===== src/rtl/double_floating_remainder_top_assert.svh =====
// Assertion macros for the remainder block.
`ifndef DOUBLE_FLOATING_REMAINDER_TOP_ASSERT_SVH
`define DOUBLE_FLOATING_REMAINDER_TOP_ASSERT_SVH
`ifndef SYNTHESIS
`define DFR_ASSERT_IMPL(label, clk, rst_n, prop) \
  label: assert property (@(posedge clk) disable iff (!rst_n) prop) \
    else $error("assertion failed");
`else
`define DFR_ASSERT_IMPL(label, clk, rst_n, prop)
`endif
`ifndef SYNTHESIS
`define DFR_ASSERT_NEVER(label, clk, rst_n, cond) \
  label: assert property (@(posedge clk) disable iff (!rst_n) !(cond)) \
    else $error("forbidden condition");
`else
`define DFR_ASSERT_NEVER(label, clk, rst_n, cond)
`endif
`endif


===== src/rtl/dfr_pkg.sv =====
package dfr_pkg;
  localparam int SigW = 53;
  localparam int ExpW = 12;
  localparam logic [63:0] FracMask = 64'h000f_ffff_ffff_ffff;
  localparam logic [63:0] QNan = 64'h7ff8_0000_0000_0000;
  localparam logic [10:0] ExpAll = 11'h7ff;

  typedef enum logic [2:0] {
    ST_IDLE, ST_NORM, ST_LOOP, ST_PACK, ST_OUT
  } dfr_state_t;

  typedef struct packed {
    logic load;
    logic norm_a;
    logic norm_b;
    logic step;
    logic pack;
  } dfr_ctl_t;

  typedef struct packed {
    logic a_norm;
    logic b_norm;
    logic done;
    logic packed_ok;
  } dfr_sts_t;
endpackage


===== src/rtl/dfr_datapath.sv =====
module dfr_datapath
  import dfr_pkg::*;
(
  input  logic        clk,
  input  dfr_ctl_t    ctl,
  input  logic [63:0] x,
  input  logic [63:0] y,
  output dfr_sts_t    sts,
  output logic [63:0] result
);
  localparam logic signed [ExpW:0] EaOne = (ExpW+1)'(1);
  localparam logic signed [ExpW:0] ShMax = (ExpW+1)'(63);

  // Signed exponents; subnormals go below one, loop steps subtract.
  // The partial remainder is one bit wider than a significand: after a
  // subtract it is below the divisor, so the doubled value stays below 2^54.
  logic [SigW:0] a_r, a_nxt;
  logic [SigW-1:0] b_r, b_nxt;
  logic signed [ExpW:0] ea_r, ea_nxt, eb_r, eb_nxt;
  logic sign_r, sign_nxt;
  logic [SigW+1:0] diff;
  logic [SigW-1:0] rem;
  logic signed [ExpW:0] sh;
  logic [63:0] packed_v;

  always_comb begin
    diff = {1'b0, a_r} - {2'b00, b_r};
    rem = diff[SigW+1] ? a_r[SigW-1:0] : diff[SigW-1:0];
    sh = EaOne - ea_r;
    if (ea_r >= EaOne) begin
      packed_v = {1'b0, ea_r[10:0], a_r[51:0]};
    end else if (sh > ShMax) begin
      packed_v = 64'd0;
    end else begin
      packed_v = 64'(a_r) >> sh[5:0];
    end
    sts.a_norm = a_r[SigW-1];
    sts.b_norm = b_r[SigW-1];
    sts.done = (rem == '0) || (ea_r == eb_r);
    sts.packed_ok = a_r[SigW-1] || (a_r == '0);
    a_nxt = a_r; b_nxt = b_r; ea_nxt = ea_r; eb_nxt = eb_r; sign_nxt = sign_r;
    if (ctl.load) begin
      sign_nxt = x[63];
      a_nxt = {1'b0, (x[62:52] != 0), x[51:0]};
      b_nxt = {(y[62:52] != 0), y[51:0]};
      ea_nxt = (x[62:52] != 0) ? $signed({2'b0, x[62:52]}) : EaOne;
      eb_nxt = (y[62:52] != 0) ? $signed({2'b0, y[62:52]}) : EaOne;
    end else begin
      if (ctl.norm_a) begin
        a_nxt = a_r << 1; ea_nxt = ea_r - EaOne;
      end
      if (ctl.norm_b) begin
        b_nxt = b_r << 1; eb_nxt = eb_r - EaOne;
      end
      if (ctl.step) begin
        if (sts.done) begin
          a_nxt = {1'b0, rem};
        end else begin
          a_nxt = {rem, 1'b0}; ea_nxt = ea_r - EaOne;
        end
      end
      if (ctl.pack) begin
        a_nxt = a_r << 1; ea_nxt = ea_r - EaOne;
      end
    end
  end

  assign result = (a_r == '0) ? {sign_r, 63'd0} : ({sign_r, 63'd0} | packed_v);

  always_ff @(posedge clk) begin
    a_r <= a_nxt; b_r <= b_nxt; ea_r <= ea_nxt; eb_r <= eb_nxt; sign_r <= sign_nxt;
  end
endmodule


===== src/rtl/dfr_seq.sv =====
module dfr_seq
  import dfr_pkg::*;
(
  input  logic        clk,
  input  logic        rst_n,
  input  logic        start,
  input  logic        special,
  input  dfr_sts_t    sts,
  input  logic        out_take,
  output dfr_ctl_t    ctl,
  output dfr_state_t  state,
  output logic        use_special
);
  dfr_state_t state_r, state_nxt;
  logic spec_r, spec_nxt;

  always_ff @(posedge clk) begin
    if (!rst_n) begin
      state_r <= ST_IDLE;
      spec_r <= 1'b0;
    end else begin
      state_r <= state_nxt;
      spec_r <= spec_nxt;
    end
  end

  always_comb begin
    state_nxt = state_r;
    spec_nxt = spec_r;
    ctl = '0;
    case (state_r)
      ST_IDLE: begin
        if (start) begin
          ctl.load = 1'b1;
          spec_nxt = special;
          state_nxt = special ? ST_OUT : ST_NORM;
        end
      end
      ST_NORM: begin
        ctl.norm_a = !sts.a_norm;
        ctl.norm_b = !sts.b_norm;
        if (sts.a_norm && sts.b_norm) state_nxt = ST_LOOP;
      end
      ST_LOOP: begin
        ctl.step = 1'b1;
        if (sts.done) state_nxt = ST_PACK;
      end
      ST_PACK: begin
        ctl.pack = !sts.packed_ok;
        if (sts.packed_ok) state_nxt = ST_OUT;
      end
      ST_OUT: begin
        if (out_take) state_nxt = ST_IDLE;
      end
      default: state_nxt = ST_IDLE;
    endcase
  end

  assign state = state_r;
  assign use_special = spec_r;
endmodule


===== src/rtl/double_floating_remainder_top.sv =====
// Channel | Beat contents                            | Handshake
// in_     | tdata[63:0] dividend, [127:64] divisor   | in_tvalid/in_tready
// out_    | tdata[63:0] remainder bits               | out_tvalid/out_tready
//
// One beat is processed at a time by a single shared subtract/shift unit.
// Special operands (NaN, infinity, zero divisor, |x| <= |y|) go from IDLE straight to OUT.
// Otherwise: normalize (NORM), one exponent step of the shift-subtract loop per
// cycle (LOOP), and renormalize (PACK).
// Reset is synchronous and active low; it clears only the sequencer.
// The result is held on out_tdata until out_tready takes it.
module double_floating_remainder_top
  import dfr_pkg::*;
(
  input  logic         clk,
  input  logic         rst_n,
  input  logic         in_tvalid,
  output logic         in_tready,
  input  logic [127:0] in_tdata,   // [63:0] dividend_bits, [127:64] divisor_bits
  output logic         out_tvalid,
  input  logic         out_tready,
  output logic [63:0]  out_tdata   // [63:0] remainder_bits
);
`include "double_floating_remainder_top_assert.svh"

  logic [63:0] x, y, ax, ay, dp_result;
  logic y_nan, special;
  logic [63:0] spec_val_r, spec_val_nxt;
  dfr_ctl_t ctl;
  dfr_sts_t sts;
  dfr_state_t state;
  logic use_special;

  assign x = in_tdata[63:0];
  assign y = in_tdata[127:64];
  assign ax = {1'b0, x[62:0]};
  assign ay = {1'b0, y[62:0]};
  assign y_nan = (y[62:52] == ExpAll) && ((y & FracMask) != 0);

  // Cases settled without the loop, and their result.
  always_comb begin
    special = 1'b1;
    if (x[62:52] == ExpAll || y_nan || ay == 0) spec_val_nxt = QNan;
    else if (ax < ay) spec_val_nxt = x;
    else if (ax == ay) spec_val_nxt = {x[63], 63'd0};
    else begin
      special = 1'b0;
      spec_val_nxt = x;
    end
  end

  assign in_tready = (state == ST_IDLE);

  always_ff @(posedge clk) begin
    if (in_tvalid && in_tready) spec_val_r <= spec_val_nxt;
  end

  dfr_seq u_seq (
    .clk(clk), .rst_n(rst_n), .start(in_tvalid && in_tready), .special(special),
    .sts(sts), .out_take(out_tready), .ctl(ctl), .state(state),
    .use_special(use_special)
  );

  dfr_datapath u_dp (
    .clk(clk), .ctl(ctl), .x(x), .y(y), .sts(sts), .result(dp_result)
  );

  assign out_tvalid = (state == ST_OUT);
  assign out_tdata = use_special ? spec_val_r : dp_result;

  `DFR_ASSERT_NEVER(a_no_overlap, clk, rst_n, in_tready && out_tvalid)
  `DFR_ASSERT_IMPL(a_out_after_take, clk, rst_n,
                   (out_tvalid && out_tready) |=> in_tready)
  `DFR_ASSERT_IMPL(a_loop_in_norm, clk, rst_n,
                   (state == ST_LOOP) |-> (sts.a_norm || ctl.step))
endmodule

===== config.mk =====
export PLATFORM = sky130hd
export DESIGN_NAME = double_floating_remainder_top
export DESIGN_NICKNAME = d
export VERILOG_FILES = /design/src/rtl/dfr_pkg.sv /design/src/rtl/dfr_datapath.sv /design/src/rtl/dfr_seq.sv /design/src/rtl/double_floating_remainder_top.sv
export VERILOG_INCLUDE_DIRS = /design/src /design/src/rtl
export SDC_FILE = /design/constraint.sdc
export NUM_CORES = 1
export LEC_CHECK = 0
export ABC_AREA = 1
export BUFFER_PORTS_ARGS = -buffer_cell sky130_fd_sc_hd__buf_2
export CORE_ASPECT_RATIO = 0.7
export CORE_UTILIZATION = 56
export DETAILED_ROUTE_END_ITERATION = 8
export PLACE_DENSITY = 0.76
export REMOVE_ABC_BUFFERS = 1
export SYNTH_ARGS = -nofsm -noshare
export SYNTH_HDL_FRONTEND = slang
export SYNTH_SLANG_ARGS = --single-unit
export TNS_END_PERCENT = 30

===== constraint.sdc =====
create_clock -name clk -period 6.1 [get_ports clk]
set_clock_uncertainty 0.1 [all_clocks]
set_input_delay 0.305 -clock clk [delete_from_list [all_inputs] [get_ports clk]]
set_output_delay 0.305 -clock clk [all_outputs]
set_load 0.01 [all_outputs]

# Yosys cells after proc, flatten, opt, wreduce, memory -nomap -nowiden
# Cells that the tools add are included.
# totals
output_inout_bits	66
reg_bits	202
inputBits	132
# classes
n_reduce_logical	22
bitwise	1
n_addsub	4
shifts	1
n_lt_le_gt_ge	3
muxes	38
eq_ne	13
# op_table
op	count
$mux 64	4
$mux 54	4
$mux 53	4
$mux 63	2
$mux 13	7
$logic_not 64->1	1
$or 64x64->64	1
$reduce_bool 64->1	1
$shr 54x6->64	1
$eq 63x63->1	1
$lt 63x63->1	1
$sub 54x53->55	1
$logic_not 54->1	1
$logic_not 53->1	1
$sub 13x2->13 const B	2
$eq 11x11->1 const B	2
$mux 11	2
$reduce_bool 11->1	2
$mux 3	6
$pmux 3 s5	1
$eq 13x13->1	1
$ge 13x2->1 const B	1
$gt 13x7->1 const B	1
$sub 2x13->13 const A	1
16 further kinds	33

# Depth between registers and ports, before layout
# depth
depth_word	8
mapped_depth	29

# By module
# From an unflattened synthesis, not the netlist that was laid out.
# unflattened
cells_unflattened	3762
hier_area_um2	23770.3
# by_module_without_submodules
mod	cells_each	area_per_inst_um2	n_inst
dfr_datapath	2989	17390.4	1
double_floating_remainder_top	719	6043.3	1
dfr_seq	54	336.6	1

# Worst setup path after synthesis
# Ideal clock, no wire load.
# synth_timing
path_kind	register to register
start	register u_seq.state_r[0] (netlist: u_seq.state[0])
end	register u_dp.b_r[0], enable pin
period_less_slack_ns	5.928
path_buffers	0
path_stages_with_launch	5
setup_slack_ns	0.172
required_ns	5.419
arrival_time_ns	5.247
path_cell_list	dfxtp_1 -> inv_1 -> nor3_1 -> inv_1 -> o21ai_0
# synth_via
elab_chain_len	5
word_cells_on_any_way	7
cone_classes	eq/ne (1); mux (3); reduce/logical (3)
# synth_lines
element	line_no	rtl
start: declaration	dfr_seq.sv:14	dfr_state_t state_r, state_nxt;
start signal: assignment	dfr_seq.sv:22	state_r <= state_nxt;
$logic_not 3->1	dfr_seq.sv:31, double_floating_remainder_top.sv:51	
$logic_and 1x1->1	double_floating_remainder_top.sv:58	.clk(clk), .rst_n(rst_n), .start(in_tvalid && in_tready), .special(special),
$mux 1	dfr_seq.sv:33	if (start) begin
$mux 1	dfr_seq.sv:31	case (state_r)
$reduce_bool 2->1 (no line) *	--	
end signal: assignment	dfr_datapath.sv:71	a_r <= a_nxt; b_r <= b_nxt; ea_r <= ea_nxt; eb_r <= eb_nxt; sign_r <= sign_nxt;
end: declaration	dfr_datapath.sv:18	logic [SigW-1:0] b_r, b_nxt;
# Mark *: on every way between the ends. The rest lies on a longest branch, timed or not.
# A chain may end at the register's enable or synchronous reset.

# Worst setup path after layout
# layout_timing
start	register u_dp.a_r[0]
end	register u_dp.a_r[34] (data pin)
# layout_via
elab_chain_len	8
word_cells_on_any_way	12
cone_classes	add/sub (1); mux (6); reduce/logical (5)
# layout_lines
element	line_no	rtl
start: declaration	dfr_datapath.sv:17	logic [SigW:0] a_r, a_nxt;
start signal: assignment	dfr_datapath.sv:71	
$sub 54x53->55	dfr_datapath.sv:27	diff = {1'b0, a_r} - {2'b00, b_r};
$mux 53	dfr_datapath.sv:28	rem = diff[SigW+1] ? a_r[SigW-1:0] : diff[SigW-1:0];
$logic_not 53->1	dfr_datapath.sv:39	sts.done = (rem == '0) || (ea_r == eb_r);
$logic_or 1x1->1	dfr_datapath.sv:39	
$mux 54	dfr_datapath.sv:56	if (sts.done) begin
$mux 54	dfr_datapath.sv:55	if (ctl.step) begin
$mux 54 *	dfr_datapath.sv:62	if (ctl.pack) begin
$mux 53 *	dfr_datapath.sv:42	if (ctl.load) begin
via u_dp.a_nxt[34]	dfr_datapath.sv:17	
# Mark *: on every way through the listed nets, which the timed path passes. The rest lies on a longest branch.

==> results.py <==
metrics = {
    "run_status": {
        "status": "finished with violations",
        "violations": "DRC",
    },
    "timing": {
        "maxSlewHeadroom_pct": 14.8,
        "clock.fmax_mhz": 177,
        "rsz0062_at_grt": "false",
        "final_hold_viol_count": 0,
        "setup_ws_ns": 0.463,
        "fin_crit_sh_pct": 92.4,
        "drv_slew": 0,
        "fin_crit_ns": 5.64,
        "worst_pin_slew_ns": 1.28,
        "final-setup-viol-count": 0,
    },
    "synthesis": {
        "synth_compound_area_share_pct": 15.7,
        "synth_warnings": 0,
        "synth.top_cell.area_share_pct": 25.1,
        "synth_area_per_cell_um2": 6.24,
        "ys.flop_type": "edfxtp_1",
        "synthSimpleGateAreaFrac_pct": 32.5,
        "ys_seq_elements": 202,
        "synth-xor-area-share_pct": 1.59,
        "synth_edf_count": 184,
        "yosysTopAreaCell": "edfxtp_1",
        "synthesis.area_um2": 22000,
        "synth_top_family_by_area": "simple AND/OR/NAND/NOR gates",
        "synth_mux_area_share_pct": 3.55,
        "syn_inst": 3523,
        "ys_seq_area_share_pct": 26.8,
        "yosys-top-cells-area": "edfxtp_1 25%, nand2_1 19%, inv_1 9.5%, ha_1 7.0%, o21ai_0 7.0%",
        "ys_async_sr_fraction_pct": 0,
        "synthDistinctLibCells": 54,
        "synth_adder_area_share_pct": 7.10,
    },
    "clocking": {
        "worstSkewPairLatency_ns": 0.55,
        "cts-htree-levels": 1,
        "cts_root_buf": "clkbuf_16",
        "cts_max_path_buffers": 3,
        "clkSinkCount": 202,
        "cts_made_buffers": 23,
        "clkSlewWorstSetupHoldPaths_ns": 0.07,
        "cts_tree": "yes",
    },
    "grt": {
        "grt_pass1_vias": 23286,
        "grt_overflow_total": 0,
        "track_usage_pct": 45.8,
        "grt_start_max_net_pins": 187,
        "grt_pass1_wl_um": 138000,
        "grt_antenna_before_repair": 3,
    },
    "routing": {
        "first_iter_violations": 4128,
        "remaining_drc_errors": 4,
        "vias": 25913,
        "finalWirelength_um": 94100,
        "drt_pass1_iterations": 9,
        "wl_per_cell_um": 22.3,
        "antenna_left": 0,
        "viasPerCell": 6.15,
    },
    "layout": {
        "nNetsFinal": 3926,
        "finalNonFillerCells": 4213,
        "final_common_cell": "nand2_1",
        "area_growth_pct": 11.7,
        "postLayoutCellArea_um2": 24500,
        "drive_above_1_share_pct": 8.52,
        "diodes": 0,
        "layout_common_cells": "1,107 x nand2_1, 556 x inv_1, 308 x nor2_1, 305 x o21ai_0, 196 x buf_2",
        "fillers": 3640,
    },
    "setup_path": {
        "critical_path_class": "reg -> reg",
        "arrival_ns": 5.92,
        "r2r_slack_ns": 0.46,
        "required_ns": 6.38,
        "crit_path_top_delay_cell": "nand3_4",
        "crit_fanout": 40,
        "worstSetupEndpointType": "flop",
        "slowest_delay_ns": 0.48,
        "start_kind": "flop",
        "cpMostUsedCell": "nand2_1",
    },
    "floorplanning": {
        "dieWidth_um": 239,
        "die_area_um2": 40000,
        "rows": 60,
        "core-area_um2": 38500,
        "num_io_pins": 198,
        "die_h_um": 168,
        "initial_core_util_pct": 57.1,
    },
    "placed_design": {
        "dpl.hpwl_um": 72100,
        "dp.cells": 4123,
        "place_congestion": 1.08,
        "place_area_um2": 23300,
        "pre_cts_slack_ns": 0.603,
        "io_buffers": 196,
    },
    "worst_hold_path": {
        "hp-class": "in -> reg",
    },
    "job": {
        "maxCapViolations": 0,
    },
}
==> cell type report <==
class                      count  area, um2  share of cell area [%]
clock buffer                  28        604                    2.46
multi-input combinational   2596      13300                    54.3
inverter                     572       2150                    8.77
tap                          527        659                    2.69
clock inverter                13        175                   0.714
timing repair buffer         275       1720                    7.01
sequential                   202       5890                    24.0
==> what timing repair did <==
item / CTS / global route
hold buffers: 49 / 0
gates resized for setup: 0 / 1
endpoints found under the setup margin: 0 / 19
hold endpoints to repair: 52 / 0
setup buffers: 0 / 0
==> cells in the mapped netlist, types with 36 or more instances <==
cell / instances
nand2_1: 1107
inv_1: 558
nor2_1: 310
o21ai_0: 306
edfxtp_1: 184
nand3_1: 168
a21oi_1: 153
ha_1: 123
clkbuf_1: 116
mux2i_1: 78
nand4_1: 48
xor2_1: 36
==> logic make-up (layout without fill, tap and decap cells) <==
kind of cell	after synthesis	in the layout
AOI/OAI and AO/OA	614	614
buffers and inverters	725	888
adders and majority gates	124	124
DFF	202	202
and+or+nand+nor	1740	1740
muxes	78	78
xor gates and xnor gates	40	40
==> critical path, delay by kind of cell, from the launching register on <==
| kind | cells | cell delay [ns] |
|---|---|---|
| flops | 1 | 0.43 |
| buf+inv | 3 | 0.64 |
| compound gates | 2 | 0.38 |
| simple gates | 18 | 3.29 |
| fa+ha+maj | 2 | 0.62 |
==> state kept, by name (all words and copies together), names as in the netlist <==
signal	flops
spec_val_r	64
u_dp.a_r	54
u_dp.b_r	53
u_dp.ea_r	13
u_dp.eb_r	13
u_seq.state	3
u_dp.sign_r	1
u_seq.use_special	1
==> metal layers <==
layer / share of wire [%] / vias up / global-route usage (%)
met4: 6.1 / 6 / 22.2
met2: 39 / 2005 / 64.3
li1: - / 11814 / -
met1: 40 / 11723 / 63.2
met5: 0.045 / - / 0
met3: 15 / 365 / 14.5
==> through the flow <==
step	setup TNS, ns	util [%]	hold slack (ns)
after global placement	0	60.4	0.397
after detailed placement	0	60.4	0.399
after global routing	0	63.7	0.0135
final	0	63.7	0.00780
after floorplan	-1612.30	-	0.304
after CTS	0	63.7	0.000399
==> final timing paths <==
path                startpoint           end  cells after the start
hold / removal    in_tdata[70]   u_dp.b_r[6]                      3
setup reg to reg   u_dp.a_r[0]  u_dp.a_r[34]                     25
setup / recovery   u_dp.a_r[0]  u_dp.a_r[34]                     25
hold reg to reg    u_dp.b_r[0]   u_dp.b_r[1]                      2
Power is left out: the tool's default activity adds up to more than one toggle a clock period on the data nets, which glitch-free logic cannot reach.
